File: src/hw/rtl/mp5lf_pkg.sv
// mp5lf_pkg: shared types, constants and limiter helper functions for the
// MP5 left face reconstruction pipeline. No dependencies.
package mp5lf_pkg;

  // Internal values are integers in units of one sample LSB / 60
  localparam int VW = 44;
  typedef logic signed [VW-1:0] val_t;

  // Magnitudes of the two deviation terms and their product
  localparam int MW = 40;
  localparam int HW = MW / 2;
  localparam int PW = 2 * MW;
  typedef logic [MW-1:0] mag_t;
  typedef logic [HW-1:0] half_t;
  typedef logic [2*HW-1:0] pp_t;
  typedef logic [PW-1:0] prod_t;

  // Trigger level scaled by 60 * 60 so it compares against the raw product
  localparam int LW = 44;
  typedef logic [LW-1:0] lim_t;
  localparam logic [11:0] TRIG_SCALE = 12'd3600;

  // Rounding divide by 60 with saturation to 32 bits
  localparam val_t ROUND_BIAS = val_t'(30);
  localparam val_t SAT_SPAN   = val_t'(60 * (64'sd1 <<< 31));
  localparam int QW  = 36;           // width of (n + span) / 4
  localparam int MLW = 20;           // low part of the split quotient
  localparam int MHW = QW - MLW;
  localparam int SW  = MLW + 1;      // low part plus high part
  localparam int P1W = 33;
  localparam int P2W = 43;
  localparam int RSH = 25;
  localparam logic [16:0] HI_STEP = 17'd69905;    // (2^20 - 1) / 15
  localparam logic [21:0] RECIP15 = 22'd2236963;  // ceil(2^25 / 15)
  localparam logic [31:0] FACE_MAX = 32'h7FFF_FFFF;
  localparam logic [31:0] FACE_MIN = 32'h8000_0000;

  typedef struct packed {
    logic ld_a;
    logic ld_b;
    logic ld_c;
  } r60_en_t;

  function automatic val_t sx32(logic signed [31:0] v);
    return val_t'(v);
  endfunction

  // minmod of two: smaller magnitude when signs agree, else zero
  function automatic val_t mm2(val_t a, val_t b);
    val_t r;
    r = '0;
    if (a > 0 && b > 0) begin
      r = (a < b) ? a : b;
    end else if (a < 0 && b < 0) begin
      r = (a > b) ? a : b;
    end
    return r;
  endfunction

  function automatic val_t mm4(val_t a, val_t b, val_t c, val_t d);
    val_t lo_ab;
    val_t lo_cd;
    val_t hi_ab;
    val_t hi_cd;
    val_t r;
    lo_ab = (a < b) ? a : b;
    lo_cd = (c < d) ? c : d;
    hi_ab = (a > b) ? a : b;
    hi_cd = (c > d) ? c : d;
    r = '0;
    if (a > 0 && b > 0 && c > 0 && d > 0) begin
      r = (lo_ab < lo_cd) ? lo_ab : lo_cd;
    end else if (a < 0 && b < 0 && c < 0 && d < 0) begin
      r = (hi_ab > hi_cd) ? hi_ab : hi_cd;
    end
    return r;
  endfunction

  function automatic val_t min3(val_t a, val_t b, val_t c);
    val_t m;
    m = (a < b) ? a : b;
    return (m < c) ? m : c;
  endfunction

  function automatic val_t max3(val_t a, val_t b, val_t c);
    val_t m;
    m = (a > b) ? a : b;
    return (m > c) ? m : c;
  endfunction

endpackage

File: src/hw/rtl/mp5lf_round60.sv
// mp5lf_round60: three-stage divide by 60 (round to nearest, ties up) with
// saturation to signed 32 bits. Uses mp5lf_pkg. Stage loads come from the top.
module mp5lf_round60 (
  input  logic                  clk,
  input  mp5lf_pkg::r60_en_t    en,
  input  mp5lf_pkg::val_t       ql_i,
  input  logic                  lim_i,
  output logic [31:0]           face_o,
  output logic                  lim_o
);

  localparam int RSH_W = mp5lf_pkg::RSH;

  // stage A: bias, range check, split of (n + span) / 4
  logic                       a_sat_hi_r, a_sat_lo_r, a_lim_r;
  logic [mp5lf_pkg::MHW-1:0]  a_mh_r;
  logic [mp5lf_pkg::SW-1:0]   a_s_r;
  // stage B: the two partial quotients
  logic                       b_sat_hi_r, b_sat_lo_r, b_lim_r;
  logic [mp5lf_pkg::P1W-1:0]  b_p1_r;
  logic [mp5lf_pkg::P2W-RSH_W-1:0] b_p2_r;
  // stage C: result
  logic [31:0]                c_face_r;
  logic                       c_lim_r;

  mp5lf_pkg::val_t            n_a, np_a;
  logic [mp5lf_pkg::QW-1:0]   m_a;
  logic [mp5lf_pkg::SW-1:0]   s_a_nxt;
  logic [mp5lf_pkg::P1W-1:0]  p1_b_nxt;
  logic [mp5lf_pkg::P2W-1:0]  p2_b;
  logic [mp5lf_pkg::P1W-1:0]  q_c;
  logic [31:0]                face_c_nxt;

  always_comb begin
    n_a  = ql_i + mp5lf_pkg::ROUND_BIAS;
    np_a = n_a + mp5lf_pkg::SAT_SPAN;
    m_a  = np_a[mp5lf_pkg::QW+1:2];
    // 2^20 = 15 * HI_STEP + 1, so m / 15 = mh * HI_STEP + (mh + ml) / 15
    s_a_nxt = mp5lf_pkg::SW'(m_a[mp5lf_pkg::QW-1:mp5lf_pkg::MLW])
            + mp5lf_pkg::SW'(m_a[mp5lf_pkg::MLW-1:0]);
  end

  always_ff @(posedge clk) begin
    if (en.ld_a) begin
      a_sat_hi_r <= (n_a >= mp5lf_pkg::SAT_SPAN);
      a_sat_lo_r <= (n_a < -mp5lf_pkg::SAT_SPAN);
      a_lim_r    <= lim_i;
      a_mh_r     <= m_a[mp5lf_pkg::QW-1:mp5lf_pkg::MLW];
      a_s_r      <= s_a_nxt;
    end
  end

  always_comb begin
    p1_b_nxt = mp5lf_pkg::P1W'(a_mh_r) * mp5lf_pkg::P1W'(mp5lf_pkg::HI_STEP);
    p2_b     = mp5lf_pkg::P2W'(a_s_r) * mp5lf_pkg::P2W'(mp5lf_pkg::RECIP15);
  end

  always_ff @(posedge clk) begin
    if (en.ld_b) begin
      b_sat_hi_r <= a_sat_hi_r;
      b_sat_lo_r <= a_sat_lo_r;
      b_lim_r    <= a_lim_r;
      b_p1_r     <= p1_b_nxt;
      b_p2_r     <= p2_b[mp5lf_pkg::P2W-1:RSH_W];
    end
  end

  always_comb begin
    q_c = b_p1_r + mp5lf_pkg::P1W'(b_p2_r);
    // quotient is offset by 2^31: flip the top bit to get two's complement
    if (b_sat_hi_r) begin
      face_c_nxt = mp5lf_pkg::FACE_MAX;
    end else if (b_sat_lo_r) begin
      face_c_nxt = mp5lf_pkg::FACE_MIN;
    end else begin
      face_c_nxt = {~q_c[31], q_c[30:0]};
    end
  end

  always_ff @(posedge clk) begin
    if (en.ld_c) begin
      c_face_r <= face_c_nxt;
      c_lim_r  <= b_lim_r;
    end
  end

  assign face_o = c_face_r;
  assign lim_o  = c_lim_r;

endmodule

File: config.mk
export PLATFORM = sky130hd
export DESIGN_NAME = mp5lf_round60
export DESIGN_NICKNAME = d
export VERILOG_FILES = /design/src/hw/rtl/mp5lf_pkg.sv /design/src/hw/rtl/mp5lf_round60.sv
export SDC_FILE = /design/constraint.sdc
export NUM_CORES = 1
export LEC_CHECK = 0
export ABC_AREA = 1
export BUFFER_PORTS_ARGS = -buffer_cell sky130_fd_sc_hd__buf_2
export CORE_UTILIZATION = 50
export CTS_BUF_LIST = sky130_fd_sc_hd__clkbuf_8
export DETAILED_ROUTE_END_ITERATION = 10
export GPL_TIMING_DRIVEN = 0
export PLACE_DENSITY = 0.65
export SYNTH_ARGS = -nofsm -noshare
export SYNTH_HDL_FRONTEND = slang
export SYNTH_SLANG_ARGS = --single-unit
export TNS_END_PERCENT = 100
File: constraint.sdc
create_clock -name clk -period 6.7 [get_ports clk]
set_clock_uncertainty 0.2 [all_clocks]
set_input_delay 1.34 -clock clk [delete_from_list [all_inputs] [get_ports clk]]
set_output_delay 1.34 -clock clk [all_outputs]
set_load 0.005 [all_outputs]
==> flow_summary.json <==
{
  "routabilityCongestion": 1.02,
  "grt_antenna_before_repair": 1,
  "num_vias": 13100,
  "cts_tree": "done",
  "synth_area_leaders": "edfxtp_1 24%, ha_1 23%, fa_1 10%",
  "numPortBuffers": 80,
  "post_cts_buffers": 0,
  "dr.pass1.iters": 8,
  "yosys.area_share.simple": 0.220,
  "seqCellArea_um2": 3780,
  "setup-tns-final_ns": 0,
  "synth_nets": 2403,
  "coreArea_um2": 30900,
  "r2r_start": "a_s_r[19]",
  "clk_latency_ns": 0.45,
  "multi_input_area_um2": 10800,
  "finalSetupViolCount": 0,
  "synth-xor-area-share": 0.0451,
  "synth_compound_area_frac": 0.0845,
  "final_util": 0.557,
  "synth-seq-area-share": 0.238,
  "synthFlopType": "edfxtp_1",
  "root_buffer": "clkbuf_8",
  "yosysMostFrequentCell": "nand2_1",
  "hold_slack_ns": 0.247,
  "fillers": 2945,
  "cpMaxStageDelayCell": "fa_1",
  "critical_path.cell_chain": "inv_1, ha_1, ha_1, or2_2, fa_1, inv_1, fa_1, fa_1, inv_1, fa_1, ha_1, ha_1, nand2_1, inv_1, a21oi_1, a21boi_0, o21ai_0, nand2_1, nand3_1, xor2_1",
  "status": "completed",
  "synth_common_cells": "412 x nand2_1, 342 x inv_1, 289 x ha_1, 191 x nor2_1, 126 x edfxtp_1",
  "synthArstFlopShare": 0,
  "yosys.area.top_type_share": 0.238,
  "wl_met1_um": 19000,
  "max_stage_delay_ns": 0.55,
  "min_path_type": "reg -> reg",
  "row_count": 64,
  "grt_max_degree": 54,
  "drc": 0,
  "clockBufferDepth": 2,
  "arrival_ns": 5.64,
  "diodes": 0,
  "hold_viol": 0,
  "worstSetupEndpointType": "flop",
  "r2r_slack_ns": 1.06,
  "crit_family": "adder cells",
  "crit_type": "reg -> reg",
  "min_from": "a_lim_r",
  "nets": 2502,
  "cts_hold_buffers": 0,
  "overflow": 0,
  "htreeDepth": 4,
  "fin_crit_sh": 0.842,
  "grt_usage": 0.252,
  "antenna_left": 0,
  "grt_pass1_vias": 12900,
  "met2WireLength_um": 18000,
  "muxShareOfSynthArea": 0,
  "dp_hpwl_um": 35200,
  "grt_pass1_wl_um": 64400,
  "tightest_slew_ns": 1.13,
  "yosys.area_share.adder": 0.329,
  "synth_top_cell_by_area": "edfxtp_1",
  "slew_violations": 0,
  "top_layer": "met5",
  "critPathLaunch": "a_s_r[19]",
  "drt_iter0_drc": 791,
  "via_per_inst": 5.26,
  "yosysWarnings": 0,
  "maxCapViolations": 0,
  "worst-path-max-fanout": 5,
  "cp_num_buf_inv": 4,
  "yosys.cell_types.count": 45,
  "numClockSinks": 126,
  "initial_utilization": 0.515,
  "rsz0062_at_grt": "false",
  "wl_met3_um": 2170,
  "wl_per_cell_um": 16.2,
  "die_h_um": 180,
  "cts_resized": 0,
  "synth_cells": 1984,
  "synth_top_family_by_area": "adder cells",
  "area_growth_syn_to_layout_pct": 8.28,
  "drive_gt1_frac": 0.0706,
  "start_kind": "flop",
  "ys_ff_latch": 126,
  "fmax_ghz": 0.177,
  "dieArea_um2": 32500,
  "die_w_um": 180,
  "synth_edf_count": 126,
  "min_period_ns": 5.64,
  "critPathRequiredTime_ns": 6.69,
  "maxSlewHeadroom": 0.248,
  "top_level_ports": 82,
  "clk_pin_slew_ns": 0.08,
  "syn_area_per_cell_um2": 8.02,
  "drt_wl_total_um": 40300,
  "cts_buffers": 17,
  "synth_area_um2": 15900
}
## worst paths after layout
path,to,cells past startpoint
worst max register to register,b_p2_r[15],20
worst min register to register,b_lim_r,0
worst max-delay path,b_p2_r[15],20
worst min-delay path,b_lim_r,0
## through the flow
stage | instance area [µm²] | instances | worst slack [ns]
after floorplan | 15900 | 1984 | 1.64
after global placement | 16800 | 2460 | 1.11
after detailed placement | 16800 | 2460 | 1.08
after CTS | 17200 | 2492 | 1.06
after global routing | 17200 | 2492 | 0.755
final | 17200 | 2492 | 1.06
## flip-flops by register name, summed over array words and instances, names as in the netlist, 16 cells and up
register,count
b_p1_r,32
face_o,32
b_p2_r,18
a_mh_r,16
a_s_r,21
## routing by layer
layer	vias up	global-route usage
met4	2	0.0831
met1	5943	0.339
met3	54	0.0370
met2	363	0.415
met5	-	0
li1	6743	-
## worst reg2reg max path, stage by stage (launching register included)
cell and delay (ns):
edfxtp_1 0.45, inv_1 0.07, ha_1 0.19, ha_1 0.16
or2_2 0.30, fa_1 0.48, inv_1 0.05, fa_1 0.48
fa_1 0.55, inv_1 0.05, fa_1 0.49, ha_1 0.32
ha_1 0.34, nand2_1 0.14, inv_1 0.05, a21oi_1 0.18
a21boi_0 0.30, o21ai_0 0.15, nand2_1 0.07, nand3_1 0.16
xor2_1 0.20
## cells in the final DEF, fill, tap and decap left out, types with 3 or more instances in the layout
cell type	count
nand2_1	412
inv_1	342
ha_1	289
nor2_1	191
edfxtp_1	126
nand3_1	111
a21oi_1	109
o21ai_0	85
fa_1	81
buf_2	80
xor2_1	44
xnor2_1	36
nand4_1	24
nor3_1	22
clkbuf_8	17
a21o_1	15
o21bai_1	12
nand2_2	11
a31oi_1	8
nand3b_1	7
nor4_1	6
nor2_2	5
o21a_1	5
clkbuf_1	5
inv_6	5
inv_8	5
nor2_4	4
inv_2	3
a21boi_0	3
o21ai_1	3
clkinv_8	3
## kinds of logic (layout without fill, tap and decap cells)
| family | Yosys count | count (layout) |
|---|---|---|
| fa+ha+maj | 370 | 370 |
| flops | 126 | 126 |
| xor+xnor | 81 | 81 |
| simple gates | 809 | 809 |
| buf+inv | 352 | 464 |
| compound gates | 246 | 246 |
## cell type report
class,count,area share
repair buffers,80,0.0232
clock inverters,15,0.0109
well taps,396,0.0288
plain buffers,6,0.00174
clock buffers,17,0.0136
multi-input cells,1506,0.627
inverters,346,0.0754
flip-flops and latches,126,0.220
Power is left out: the tool's default activity adds up to more than one toggle a clock period on the data nets, which glitch-free logic cannot reach.
